==> config.mk <==
export PLATFORM = sky130hd
export DESIGN_NAME = angular_annulus_source_filter_core
export DESIGN_NICKNAME = d
export VERILOG_FILES = /design/src/rtl/aasf_pkg.sv /design/src/rtl/angular_annulus_source_filter_core.sv /design/src/rtl/aasf_cordic.sv
export SDC_FILE = /design/constraint.sdc
export NUM_CORES = 2
export LEC_CHECK = 0
export ABC_AREA = 1
export BUFFER_PORTS_ARGS = -buffer_cell sky130_fd_sc_hd__buf_2
export CORE_ASPECT_RATIO = 0.5
export CORE_MARGIN = 1
export CORE_UTILIZATION = 55
export CTS_CLUSTER_DIAMETER = 30
export DETAILED_ROUTE_END_ITERATION = 10
export PLACE_DENSITY = 0.69
export SYNTH_ARGS = -nofsm -noshare
export SYNTH_HDL_FRONTEND = slang
export SYNTH_SLANG_ARGS = --single-unit
==> constraint.sdc <==
create_clock -name clk_i -period 14.05 [get_ports clk_i]
set_input_delay 0.7025 -clock clk_i [delete_from_list [all_inputs] [get_ports clk_i]]
set_output_delay 0.7025 -clock clk_i [all_outputs]
set_load 0.01 [all_outputs]
==> src/rtl/aasf_pkg.sv <==
// Package for the angular annulus source filter.
// Holds the CORDIC arctangent table, fixed-point constants and sequencer types.
// No dependencies.
package aasf_pkg;

  localparam logic signed [33:0] OneQ30   = 34'sd1073741824;
  localparam logic signed [33:0] CordicX0 = 34'sd652032874;
  localparam logic [31:0]        HalfTurn = 32'h8000_0000;
  localparam logic [31:0]        QuarterTurn = 32'h4000_0000;
  localparam int unsigned        TabLen = 40;

  typedef enum logic [1:0] {
    REG_CENTER_RA    = 2'd0,
    REG_CENTER_DEC   = 2'd1,
    REG_INNER_RADIUS = 2'd2,
    REG_OUTER_RADIUS = 2'd3
  } reg_idx_e;

  typedef enum logic [3:0] {
    ST_IDLE,
    ST_COS_START,
    ST_COS_RUN,
    ST_COS_DONE,
    ST_MUL1,
    ST_MUL2,
    ST_COMPARE,
    ST_OUT
  } seq_state_e;

  // Cosine job selector, in the order the sequencer runs them.
  typedef enum logic [2:0] {
    JOB_DDEC   = 3'd0,
    JOB_DRA    = 3'd1,
    JOB_DEC    = 3'd2,
    JOB_CDEC   = 3'd3,
    JOB_INNER  = 3'd4,
    JOB_OUTER  = 3'd5
  } cos_job_e;

  function automatic logic [29:0] atan_entry(input logic [5:0] i);
    logic [29:0] t;
    case (i)
      6'd0:  t = 30'd536870912;
      6'd1:  t = 30'd316933406;
      6'd2:  t = 30'd167458907;
      6'd3:  t = 30'd85004756;
      6'd4:  t = 30'd42667331;
      6'd5:  t = 30'd21354465;
      6'd6:  t = 30'd10679838;
      6'd7:  t = 30'd5340245;
      6'd8:  t = 30'd2670163;
      6'd9:  t = 30'd1335087;
      6'd10: t = 30'd667544;
      6'd11: t = 30'd333772;
      6'd12: t = 30'd166886;
      6'd13: t = 30'd83443;
      6'd14: t = 30'd41722;
      6'd15: t = 30'd20861;
      6'd16: t = 30'd10430;
      6'd17: t = 30'd5215;
      6'd18: t = 30'd2608;
      6'd19: t = 30'd1304;
      6'd20: t = 30'd652;
      6'd21: t = 30'd326;
      6'd22: t = 30'd163;
      6'd23: t = 30'd81;
      6'd24: t = 30'd41;
      6'd25: t = 30'd20;
      6'd26: t = 30'd10;
      6'd27: t = 30'd5;
      6'd28: t = 30'd3;
      6'd29: t = 30'd1;
      6'd30: t = 30'd1;
      default: t = 30'd0;
    endcase
    return t;
  endfunction

endpackage

==> src/rtl/angular_annulus_source_filter_core.sv <==
// Top level of the angular annulus source filter: APB registers, sequencer,
// shared CORDIC unit and one 34x34 multiplier. Depends on aasf_pkg, aasf_cordic.
//
//  channel  | dir | handshake              | payload
//  s_axis   | in  | s_axis_tvalid/tready   | tdata {dec, ra}, tlast = last_source
//  m_axis   | out | m_axis_tvalid/tready   | tdata {kept_count, dest, index},
//           |     |                        | tuser {window_error, keep}, tlast = eoc
//  apb      | in  | psel/penable/pready    | four 32-bit registers at 0,4,8,12
//
// On the filtering path an item runs from acceptance through six cosines, one
// after another through the single CORDIC unit (each with a start state, a run
// state and a capture state), then two multiplies, a compare and the output
// state; when filtering is off it goes straight to the compare. The sequencer
// returns to idle after the output state before the next word is taken.
// s_axis_tready is high only in idle, so a stalled result word stalls the input.
// The result word is held in the output state until m_axis_tready takes it.
// Reset clears the counters, the sequencer and the registers to their defaults.
module angular_annulus_source_filter_core #(
  parameter int unsigned MAX_SOURCES  = 65536,
  parameter int unsigned CORDIC_STEPS = 32
) (
  input  logic        clk_i,
  input  logic        rst_ni,
  input  logic        s_axis_tvalid,
  output logic        s_axis_tready,
  input  logic [63:0] s_axis_tdata,   // [31:0] source_ra, [63:32] source_dec
  input  logic        s_axis_tlast,   // last_source
  output logic        m_axis_tvalid,
  input  logic        m_axis_tready,
  output logic [55:0] m_axis_tdata,   // [15:0] source_index, [31:16] dest_slot,
                                      // [48:32] kept_count, zero fill above
  output logic [1:0]  m_axis_tuser,   // [0] keep, [1] window_error
  output logic        m_axis_tlast,   // end_of_catalogue
  input  logic        psel,
  input  logic        penable,
  input  logic        pwrite,
  input  logic [3:0]  paddr,
  input  logic [31:0] pwdata,
  output logic [31:0] prdata,
  output logic        pready
);

  localparam int unsigned CntW = $clog2(MAX_SOURCES + 1);

  logic [31:0] center_ra_q, center_dec_q, inner_q, outer_q;
  logic [1:0]  reg_idx;

  assign pready  = 1'b1;
  assign reg_idx = paddr[3:2];

  always_ff @(posedge clk_i or negedge rst_ni) begin
    if (!rst_ni) begin
      center_ra_q  <= '0;
      center_dec_q <= '0;
      inner_q      <= '0;
      outer_q      <= aasf_pkg::HalfTurn;
    end else if (psel && penable && pwrite) begin
      case (aasf_pkg::reg_idx_e'(reg_idx))
        aasf_pkg::REG_CENTER_RA:    center_ra_q  <= pwdata;
        aasf_pkg::REG_CENTER_DEC:   center_dec_q <= pwdata;
        aasf_pkg::REG_INNER_RADIUS: inner_q      <= pwdata;
        aasf_pkg::REG_OUTER_RADIUS: outer_q      <= pwdata;
        default: ;
      endcase
    end
  end

  always_comb begin
    case (aasf_pkg::reg_idx_e'(reg_idx))
      aasf_pkg::REG_CENTER_RA:    prdata = center_ra_q;
      aasf_pkg::REG_CENTER_DEC:   prdata = center_dec_q;
      aasf_pkg::REG_INNER_RADIUS: prdata = inner_q;
      aasf_pkg::REG_OUTER_RADIUS: prdata = outer_q;
      default:                    prdata = '0;
    endcase
  end

  // Sequencer state
  aasf_pkg::seq_state_e state_q, state_d;
  aasf_pkg::cos_job_e   job_q, job_d;
  logic [31:0] ra_q, dec_q;
  logic        last_q;
  logic [CntW-1:0] in_cnt_q;
  logic [16:0] out_cnt_q;
  logic        keep_q, err_q;
  logic signed [33:0] hd_q, hr_q, cdec_q, ccdec_q, hin_q, hout_q, prod_q, h_q;
  logic signed [67:0] mul_full;
  logic signed [33:0] mul_a, mul_b, mul_rnd;
  logic        bypass;
  logic [31:0] cos_angle;
  logic        cos_start, cos_done;
  logic signed [33:0] cos_val;
  logic signed [34:0] hsum;
  logic        accept_in, take_out, keep_now;

  assign accept_in = s_axis_tvalid && s_axis_tready;
  assign take_out  = m_axis_tvalid && m_axis_tready;
  assign bypass    = (outer_q < inner_q) ||
                     (inner_q == 32'd0 && outer_q >= aasf_pkg::HalfTurn);

  aasf_cordic #(.CORDIC_STEPS(CORDIC_STEPS)) u_cordic (
    .clk_i   (clk_i),
    .rst_ni  (rst_ni),
    .start_i (cos_start),
    .angle_i (cos_angle),
    .done_o  (cos_done),
    .cos_o   (cos_val)
  );

  // Pick the angle for the current cosine job; radii saturate at pi.
  always_comb begin
    case (job_q)
      aasf_pkg::JOB_DDEC:  cos_angle = dec_q - center_dec_q;
      aasf_pkg::JOB_DRA:   cos_angle = ra_q - center_ra_q;
      aasf_pkg::JOB_DEC:   cos_angle = dec_q;
      aasf_pkg::JOB_CDEC:  cos_angle = center_dec_q;
      aasf_pkg::JOB_INNER: cos_angle = (inner_q > aasf_pkg::HalfTurn) ?
                                       aasf_pkg::HalfTurn : inner_q;
      default:             cos_angle = (outer_q > aasf_pkg::HalfTurn) ?
                                       aasf_pkg::HalfTurn : outer_q;
    endcase
  end

  // Shared multiplier, rounded half up by 30 bits.
  assign mul_a    = (state_q == aasf_pkg::ST_MUL1) ? cdec_q : prod_q;
  assign mul_b    = (state_q == aasf_pkg::ST_MUL1) ? ccdec_q : hr_q;
  assign mul_full = mul_a * mul_b;
  assign mul_rnd  = 34'((mul_full + 68'sd536870912) >>> 30);
  assign hsum     = 35'(hd_q) + 35'(mul_rnd);

  // Next state
  always_comb begin
    state_d = state_q;
    job_d   = job_q;
    case (state_q)
      aasf_pkg::ST_IDLE:
        if (accept_in) begin
          state_d = bypass ? aasf_pkg::ST_COMPARE : aasf_pkg::ST_COS_START;
          job_d   = aasf_pkg::JOB_DDEC;
        end
      aasf_pkg::ST_COS_START: state_d = aasf_pkg::ST_COS_RUN;
      aasf_pkg::ST_COS_RUN:   if (cos_done) state_d = aasf_pkg::ST_COS_DONE;
      aasf_pkg::ST_COS_DONE:
        if (job_q == aasf_pkg::JOB_OUTER) begin
          state_d = aasf_pkg::ST_MUL1;
        end else begin
          job_d   = aasf_pkg::cos_job_e'(job_q + 3'd1);
          state_d = aasf_pkg::ST_COS_START;
        end
      aasf_pkg::ST_MUL1:    state_d = aasf_pkg::ST_MUL2;
      aasf_pkg::ST_MUL2:    state_d = aasf_pkg::ST_COMPARE;
      aasf_pkg::ST_COMPARE: state_d = aasf_pkg::ST_OUT;
      aasf_pkg::ST_OUT:     if (take_out) state_d = aasf_pkg::ST_IDLE;
      default:              state_d = aasf_pkg::ST_IDLE;
    endcase
  end

  // Outputs of the sequencer
  always_comb begin
    s_axis_tready = (state_q == aasf_pkg::ST_IDLE);
    cos_start     = (state_q == aasf_pkg::ST_COS_START);
    m_axis_tvalid = (state_q == aasf_pkg::ST_OUT);
    keep_now      = err_q || bypass ||
                    (h_q >= hin_q && h_q < hout_q);
  end

  always_ff @(posedge clk_i or negedge rst_ni) begin
    if (!rst_ni) begin
      state_q   <= aasf_pkg::ST_IDLE;
      job_q     <= aasf_pkg::JOB_DDEC;
      in_cnt_q  <= '0;
      out_cnt_q <= '0;
    end else begin
      state_q <= state_d;
      job_q   <= job_d;
      if (state_q == aasf_pkg::ST_COMPARE && keep_now) out_cnt_q <= out_cnt_q + 1'b1;
      // Advance the input position; clear both counters after the last word or at MAX_SOURCES.
      if (take_out) begin
        if (last_q || (CntW'(in_cnt_q + 1'b1) >= CntW'(MAX_SOURCES))) begin
          in_cnt_q  <= '0;
          out_cnt_q <= '0;
        end else begin
          in_cnt_q <= in_cnt_q + 1'b1;
        end
      end
    end
  end

  always_ff @(posedge clk_i) begin
    if (accept_in) begin
      ra_q   <= s_axis_tdata[31:0];
      dec_q  <= s_axis_tdata[63:32];
      last_q <= s_axis_tlast;
      err_q  <= outer_q < inner_q;
    end
    if (state_q == aasf_pkg::ST_COS_DONE) begin
      case (job_q)
        aasf_pkg::JOB_DDEC:  hd_q    <= aasf_pkg::OneQ30 - cos_val;
        aasf_pkg::JOB_DRA:   hr_q    <= aasf_pkg::OneQ30 - cos_val;
        aasf_pkg::JOB_DEC:   cdec_q  <= cos_val;
        aasf_pkg::JOB_CDEC:  ccdec_q <= cos_val;
        aasf_pkg::JOB_INNER: hin_q   <= aasf_pkg::OneQ30 - cos_val;
        default:             hout_q  <= aasf_pkg::OneQ30 - cos_val;
      endcase
    end
    if (state_q == aasf_pkg::ST_MUL1) prod_q <= mul_rnd;
    if (state_q == aasf_pkg::ST_MUL2) begin
      if (hsum < 35'sd0)                  h_q <= '0;
      else if (hsum > 35'sd2147483648)    h_q <= 34'sd2147483648;
      else                                h_q <= 34'(hsum);
    end
    if (state_q == aasf_pkg::ST_COMPARE) keep_q <= keep_now;
  end

  // Hold the result word while in the output state.
  logic [16:0] dest_w;
  assign dest_w = keep_q ? (out_cnt_q - 17'd1) : 17'd0;

  assign m_axis_tdata = {7'd0, out_cnt_q, dest_w[15:0], 16'(in_cnt_q)};
  assign m_axis_tuser = {err_q, keep_q};
  assign m_axis_tlast = last_q;

endmodule

==> src/rtl/aasf_cordic.sv <==
// Iterative CORDIC cosine unit for the annulus filter: one rotation step per cycle.
// Depends on aasf_pkg.
module aasf_cordic #(
  parameter int unsigned CORDIC_STEPS = 32
) (
  input  logic               clk_i,
  input  logic               rst_ni,
  input  logic               start_i,
  input  logic [31:0]        angle_i,
  output logic               done_o,
  output logic signed [33:0] cos_o
);

  localparam int unsigned StepW = $clog2(CORDIC_STEPS + 1);

  logic signed [33:0] x_q, x_d, y_q, y_d;
  logic signed [33:0] z_q, z_d;
  logic               neg_q, neg_d;
  logic [StepW-1:0]   step_q, step_d;
  logic               busy_q, busy_d;
  logic               done_q, done_d;
  logic signed [33:0] dx, dy, tab, xs;
  logic [31:0]        r;
  logic [5:0]         idx;

  always_comb begin
    idx = 6'(step_q);
    dx  = y_q >>> step_q;
    dy  = x_q >>> step_q;
    tab = {4'd0, aasf_pkg::atan_entry(idx)};
    r   = angle_i;
    neg_d  = neg_q;
    x_d    = x_q;
    y_d    = y_q;
    z_d    = z_q;
    step_d = step_q;
    busy_d = busy_q;
    done_d = 1'b0;
    if (start_i) begin
      neg_d = 1'b0;
      if (((angle_i + aasf_pkg::QuarterTurn) & aasf_pkg::HalfTurn) != 32'd0) begin
        r     = angle_i - aasf_pkg::HalfTurn;
        neg_d = 1'b1;
      end
      x_d    = aasf_pkg::CordicX0;
      y_d    = '0;
      z_d    = 34'(signed'(r));
      step_d = '0;
      busy_d = 1'b1;
    end else if (busy_q) begin
      if (!z_q[33]) begin
        x_d = x_q - dx; y_d = y_q + dy; z_d = z_q - tab;
      end else begin
        x_d = x_q + dx; y_d = y_q - dy; z_d = z_q + tab;
      end
      step_d = step_q + 1'b1;
      if (step_q == StepW'(CORDIC_STEPS - 1)) begin
        busy_d = 1'b0;
        done_d = 1'b1;
      end
    end
  end

  always_comb begin
    xs = x_q;
    if (xs > aasf_pkg::OneQ30) xs = aasf_pkg::OneQ30;
    if (xs < -aasf_pkg::OneQ30) xs = -aasf_pkg::OneQ30;
    cos_o = neg_q ? -xs : xs;
  end

  assign done_o = done_q;

  always_ff @(posedge clk_i or negedge rst_ni) begin
    if (!rst_ni) begin
      busy_q <= 1'b0;
      done_q <= 1'b0;
      step_q <= '0;
    end else begin
      busy_q <= busy_d;
      done_q <= done_d;
      step_q <= step_d;
    end
  end

  always_ff @(posedge clk_i) begin
    x_q   <= x_d;
    y_q   <= y_d;
    z_q   <= z_d;
    neg_q <= neg_d;
  end

endmodule

# Word level (Yosys, flattened, before mapping)
# Memories as Yosys holds them, arrays and structs flattened.
# Cells that the tools add are included.
[totals]
word_cells = 155
output_inout_bits = 94
memories = 1
reg_bits = 619
input_bits = 108
romBits = 960
[classes]
n_lt_le_gt_ge = 11
shift = 2
add_sub_neg = 19
eq_ne = 20
n_bitwise = 1
muxes = 40
multipliers = 1
n_reduce_logical = 31
[mem_list]
columns = ["name", "words", "width", "rd", "rd_ports_with_merged_regs", "write_ports", "line_no", "text"]
rows = [
  ["(name not given)", 32, 30, 1, 0, 0, "aasf_pkg.sv:42", "case (i)"],
]
[ops]
columns = ["cell", "n"]
rows = [
  ["34-bit 2-to-1 mux", 10],
  ["32-bit case mux with 5 select lines", 1],
  ["32-bit 2-to-1 mux", 4],
  ["32-bit case mux with 4 select lines", 1],
  ["34-bit adder", 2],
  ["17-bit 2-to-1 mux", 4],
  ["34-bit by 6-bit >>> shifter with 34-bit output", 2],
  ["34-bit subtractor", 2],
  ["64-bit by 31-bit adder with 64-bit output (second input constant)", 1],
  ["32-bit greater-than comparator (second input constant)", 2],
  ["34-bit by 34-bit multiplier with 64-bit output", 1],
  ["32-bit subtractor", 2],
  ["34-bit by 34-bit adder with 35-bit output", 1],
  ["35-bit by 33-bit greater-than comparator with 1-bit output (second input constant)", 1],
  ["35-bit by 1-bit < comparator with 1-bit output (second input constant)", 1],
  ["17-bit by 1-bit adder with 17-bit output (second input constant)", 2],
  ["34-bit by 31-bit adder with 34-bit output", 1],
  ["34-bit >= comparator", 1],
  ["34-bit by 32-bit greater-than comparator with 1-bit output (second input constant)", 1],
  ["34-bit by 31-bit < comparator with 1-bit output (second input constant)", 1],
  ["34-bit < comparator", 1],
  ["34-bit negation", 1],
  ["32-bit by 34-bit subtractor with 34-bit output (first input constant)", 1],
  ["34-bit by 31-bit subtractor with 34-bit output", 1],
  ["other kinds (39)", 80],
]

# Logic depth before layout (Yosys ltp)
[depth]
depth_word = 9
ltp_mapped = 62

# Cells and area by module
# From an unflattened synthesis, not the netlist that was laid out.
[unflattened]
cells_unflattened = 11511
area_unflattened_um2 = 88004.4
[by_module_without_submodules]
columns = ["module", "seq_area_each_um2", "cells_each", "area_each_um2", "n_inst"]
rows = [
  ["angular_annulus_source_filter_core", 14385.0, 8397, 70141.0, 1],
  ["aasf_cordic", 2612.5, 3114, 17863.4, 1],
]

# Least setup slack after synthesis
# Ideal clock, no wire load.
[synth_timing]
path_type = "register to register"
from = "reg state_q[0]"
to = "reg h_q[6], data pin"
path_stages_with_launch = 53
t_required_ps = 13791
slack_ps = 3466
arrival_time_ps = 10325
n_path_buf = 3
path_cell_list = "dfrtp_1 -> nor2_1 -> nand2_1 -> inv_1 -> clkbuf_1 -> or2_2 -> o21ai_1 -> inv_1 -> clkbuf_1 -> nand2_1 -> fa_1 -> inv_1 -> fa_1 -> fa_1 -> inv_1 -> fa_1 -> inv_1 -> fa_1 -> [17 not listed] -> nand2_1 -> nand3_1 -> nand2_1 -> xor2_1 -> ha_1 -> a21oi_1 -> o21a_1 -> nor2_1 -> nor2_1 -> nor3_1 -> nor2_1 -> o21ai_0 -> xnor2_1 -> a31oi_1 -> nand2_1 -> nand2_1 -> buf_2 -> nor2_1"
[synth_between]
elab_chain_len = 7
[synth_lines]
columns = ["element", "line_no", "text"]
rows = [
  ["start: declaration", "angular_annulus_source_filter_core.sv:79", "aasf_pkg::seq_state_e state_q, state_d;"],
  ["start signal: assignment", "angular_annulus_source_filter_core.sv:169", "state_q <= aasf_pkg::ST_IDLE;"],
  ["start signal: assignment", "angular_annulus_source_filter_core.sv:174", "state_q <= state_d;"],
  ["4-bit by 3-bit equality test with 1-bit output (*)", "angular_annulus_source_filter_core.sv:125, angular_annulus_source_filter_core.sv:126", ""],
  ["34-bit 2-to-1 mux, on equally long branches", "angular_annulus_source_filter_core.sv:125, angular_annulus_source_filter_core.sv:126", ""],
  ["34-bit by 34-bit multiplier with 64-bit output (*)", "angular_annulus_source_filter_core.sv:127", "assign mul_full = mul_a * mul_b;"],
  ["64-bit by 31-bit adder with 64-bit output (*)", "angular_annulus_source_filter_core.sv:128", "assign mul_rnd = 34'((mul_full + 68'sd536870912) >>> 30);"],
  ["net mul_rnd[19]", "angular_annulus_source_filter_core.sv:88", "logic signed [33:0] mul_a, mul_b, mul_rnd;"],
  ["34-bit by 34-bit adder with 35-bit output (*)", "angular_annulus_source_filter_core.sv:129", "assign hsum = 35'(hd_q) + 35'(mul_rnd);"],
  ["35-bit by 1-bit < comparator with 1-bit output / 35-bit by 33-bit greater-than comparator with 1-bit output (equally long branches)", "angular_annulus_source_filter_core.sv:208, angular_annulus_source_filter_core.sv:209", ""],
  ["2-bit OR reduction (no line) (*)", "n/a", ""],
  ["end signal: assignment", "angular_annulus_source_filter_core.sv:210", "else h_q <= 34'(hsum);"],
  ["end: declaration", "angular_annulus_source_filter_core.sv:86", "logic signed [33:0] hd_q, hr_q, cdec_q, ccdec_q, hin_q, hout_q, prod_q, h_q;"],
]
# Mark *: on every way through the listed nets, which the timed path passes. The rest lies on a longest branch.
# A chain may end at the register's enable or synchronous reset.

# Final worst setup path
[layout_timing]
from = "reg state_q[0]"
to = "reg h_q[1], data pin"
# Same word-level chain as after synthesis.

==> key figures <==
GRT
  • Global Route Usage Sum: 0.370
  • Remaining global-route overflow: 0
  • Wire length of the first global-routing pass: 442 mm
  • Number of global-route vias before repair: 75,800
  • Antenna violations before repair: 5
  • Largest net degree at the start of global routing: 82

STA
  • Final hold violation count: 0
  • Total of endpoints with negative setup slack in the final report: 0
  • Final-report max-slew violation count: 0
  • Share of the cycle needed by the critical path after routing: 0.920
  • Achievable frequency: 77.4 MHz
  • Remaining max-slew budget at the tightest pin: 0.183
  • Slew at the pin with the worst max-slew slack: 1.21 ns
  • Final worst-path setup slack: 1.12 ns
  • Worst clock skew: 0.0396 ns
  • Shortest period the worst path allows: 12.93 ns
  • Total Negative Setup Slacks: 0 ns
  • RSZ-0062 raised after global routing: false

Place
  • Placed wire-length estimate after detailed placement: 231 mm
  • Routability-driven placement congestion ratio: 1.05
  • Buffers on Ports: 191
  • Pre-CTS WS: 1.20 ns

Synth
  • Parity-gate share of the synthesized area counting xor and xnor cells: 0.0274
  • Leading post-synthesis cells by cell area: sky130_fd_sc_hd__fa_1, sky130_fd_sc_hd__edfxtp_1, sky130_fd_sc_hd__nand2_1, sky130_fd_sc_hd__inv_1, sky130_fd_sc_hd__ha_1
  • Post-synthesis adder-cell area fraction: 0.355
  • Post-Synthesis Cells: 10,800
  • Number of warnings issued by yosys: 0
  • Mux contribution to synthesized area: 0.00249
  • Most frequent cell after synthesis: sky130_fd_sc_hd__nand2_1
  • Top flip-flop cell by instance count after synthesis: sky130_fd_sc_hd__edfxtp_1
  • Async SR Flop Fraction: 0.285
  • Largest family of logic cells by synthesized area: adder cells
  • Post-synthesis cell type count: 82
  • Sequential share of the synthesized area: 0.199
  • Largest area contributor in the netlist: sky130_fd_sc_hd__fa_1
  • Simple-Gate Fraction of Synth Area: 0.197
  • Synth Area in Compound Gates: 0.107
  • Post-synthesis area per instance: 7.91 µm²
  • Area share of the leading cell type in the synthesized netlist: 0.280
  • Post-synth EDFFs: 374
  • Post-Syn Area: 85,600 µm²
  • Number of register bits inferred by synthesis: 618
  • Most numerous cell types in the synthesized netlist: sky130_fd_sc_hd__nand2_1, sky130_fd_sc_hd__inv_1, sky130_fd_sc_hd__nor2_1, sky130_fd_sc_hd__fa_1, sky130_fd_sc_hd__o21ai_0

Setup path
  • Cell repeated most along the worst path: sky130_fd_sc_hd__fa_1
  • Highest net fanout along the worst path: 49
  • Worst setup path category: flop to flop
  • Startpoint type of the worst setup path: flop
  • Critical path capture point: h_q[1]$_SDFFCE_PP0P_
  • Beginning of the worst register-to-register path: state_q[0]$_DFFE_PN0P_
  • Origin of the worst setup path: state_q[0]$_DFFE_PN0P_
  • Endpoint kind of the worst setup timing path: flop
  • Worst R2R End: h_q[1]$_SDFFCE_PP0P_
  • Master of the slowest instance on the critical path: sky130_fd_sc_hd__o21ai_0
  • Worst EP required: 14.66 ns
  • Delay contributed by the slowest stage of the critical path: 0.87 ns
  • Worst setup slack for register-to-register paths: 1.12 ns
  • Data arrival time of the critical path: 13.54 ns
  • Cells on worst reg2reg path: 38

Die
  • Die width: 560 µm
  • Area of the die: 157,000 µm²
  • Row count: 101
  • Standard cell core area: 153,000 µm²
  • Initial Utilization: 0.559
  • Die outline height: 281 µm
  • Boundary pin count: 202

Clocking
  • Number of buffers created by CTS: 135
  • TritonCTS Sinks: 618
  • Cell at the root of the clock tree: sky130_fd_sc_hd__clkbuf_16
  • # resized after CTS: 0
  • Clock tree from TritonCTS: built
  • Number of levels the H-tree was split into: 4
  • Clock latency on the worst-skew pair: 0.77 ns
  • Longest Clk Path Bufs: 3
  • Clock-pin transition on the worst setup and hold timing paths: 0.05 ns

Job
  • Maximum Capacitance Violations: 0

Finish
  • Layout overhead on the synthesized area: 9.43%
  • Area used by multi-input combinational logic: 59,200 µm²
  • Utilization after layout: 0.612
  • Final Net Count: 12,800
  • Fill cell count: 13,800
  • Sequential cell area: 17,000 µm²
  • Fraction of final layout cells with drive strength greater than 1: 0.0743

Route
  • Drt via density: 5.70
  • DR WL/cell: 21.8 µm
  • Vias post-DR: 74,800
  • Number of remaining DRC errors: 0
  • Detailed-router iteration count before antenna repair: 8
  • Total wirelength of the detailed-routed design: 286 mm
  • Post-DRT Antenna Nets: 0
  • Iter 0 DRT Violations: 6,834

Hold path
  • Path category of the worst min-delay check: input pin to flop
  • Min-Delay Startpoint: s_axis_tdata[50]

Status
  • Result of the run: finished, final reports clean
[metrics by stage]
stage | cells | hold WS [ns] | cell area, µm²
floorplan | 10800 | 0.407 | 85600
global placement | 12900 | 0.462 | 89000
detailed placement | 12900 | 0.469 | 89000
CTS | 13100 | 0.0854 | 93600
global route | 13100 | 0.104 | 93600
finish | 13100 | 0.111 | 93600
[timing repair]
item / in CTS / in global routing
setup buffers: 0 / 0
endpoints found under the hold margin: 52 / 0
hold buffers: 1 / 0
[metal layers]
layer	share of wire	wire length (µm)	vias up	track usage
met5	0.000094	27	-	0
met4	0.040	11400	4	0.143
met3	0.10	29300	651	0.0840
met2	0.46	132000	3639	0.605
met1	0.40	113000	36300	0.480
li1	-	-	34200	-
[layout make-up]
cell class	instances	share of cell area
Sequential cell	618	0.182
Inverter	2087	0.0837
Clock buffer	158	0.0378
Antenna cell	2	0.0000534
Timing Repair Buffer	380	0.0256
Tap cell	2060	0.0275
Multi-Input combinational cell	7716	0.632
Clock inverter	90	0.0118
[critical path: cells and delay by family, from the launching register on]
family	cells	cell delay (ns)
and+or+nand+nor	15	2.71
adders and majority gates	10	5.20
DFF	1	0.40
xor gates and xnor gates	2	0.58
buffers and inverters	6	1.76
AOI/OAI and AO/OA	5	1.99
[flip-flops by register name (all words and copies together) (netlist names), 34 cells and up]
signal        cells
ccdec_q          34
cdec_q           34
h_q              34
hd_q             34
hin_q            34
hout_q           34
hr_q             34
prod_q           34
u_cordic.x_q     34
u_cordic.y_q     34
u_cordic.z_q     34
[layout by cell type (no fill, tap or decap), types with 42 or more instances in the layout]
cell                        count
sky130_fd_sc_hd__xnor2_1       90
sky130_fd_sc_hd__dfrtp_1      171
sky130_fd_sc_hd__buf_2        190
sky130_fd_sc_hd__nand4_1      112
sky130_fd_sc_hd__a31oi_1       52
sky130_fd_sc_hd__nand2_1     2112
sky130_fd_sc_hd__o21ai_0      556
sky130_fd_sc_hd__o21ai_1       64
sky130_fd_sc_hd__xor2_1       171
sky130_fd_sc_hd__ha_1         508
sky130_fd_sc_hd__o2111ai_1     42
sky130_fd_sc_hd__or2_2         60
sky130_fd_sc_hd__fa_1        1198
sky130_fd_sc_hd__edfxtp_1     374
sky130_fd_sc_hd__buf_4        187
sky130_fd_sc_hd__dfxtp_1       68
sky130_fd_sc_hd__nor2_1      1284
sky130_fd_sc_hd__clkinv_1      47
sky130_fd_sc_hd__nand3_1      332
sky130_fd_sc_hd__o211ai_1      80
sky130_fd_sc_hd__a21oi_1      537
sky130_fd_sc_hd__inv_1       2019
sky130_fd_sc_hd__nor3_1        79
sky130_fd_sc_hd__clkbuf_16    138
[kinds of logic (layout without fill, tap and decap cells)]
family          Yosys count  count (layout)
fa+ha+maj              1706            1706
buf+inv                2493            2715
flops                   618             618
simple gates           4125            4125
compound gates         1590            1590
xor+xnor                264             264
mux                      21              21
other cells               2              12
[worst min path at each step]
stage                                         endpoint  slack (ns)  depth (start not counted)
after floorplan            center_dec_q[0]$_DFFE_PN0P_        0.41                          0
after global placement    u_cordic.y_q[0]$_SDFFE_PP0P_        0.46                          2
after detailed placement  u_cordic.y_q[0]$_SDFFE_PP0P_        0.47                          2
after CTS                          dec_q[18]$_DFFE_PP_        0.09                          1
after global routing                dec_q[8]$_DFFE_PP_        0.10                          1
final                              dec_q[18]$_DFFE_PP_        0.11                          1
Power is not shown: default switching activity piles up to over one toggle a cycle in this logic, so the estimate is an artifact.
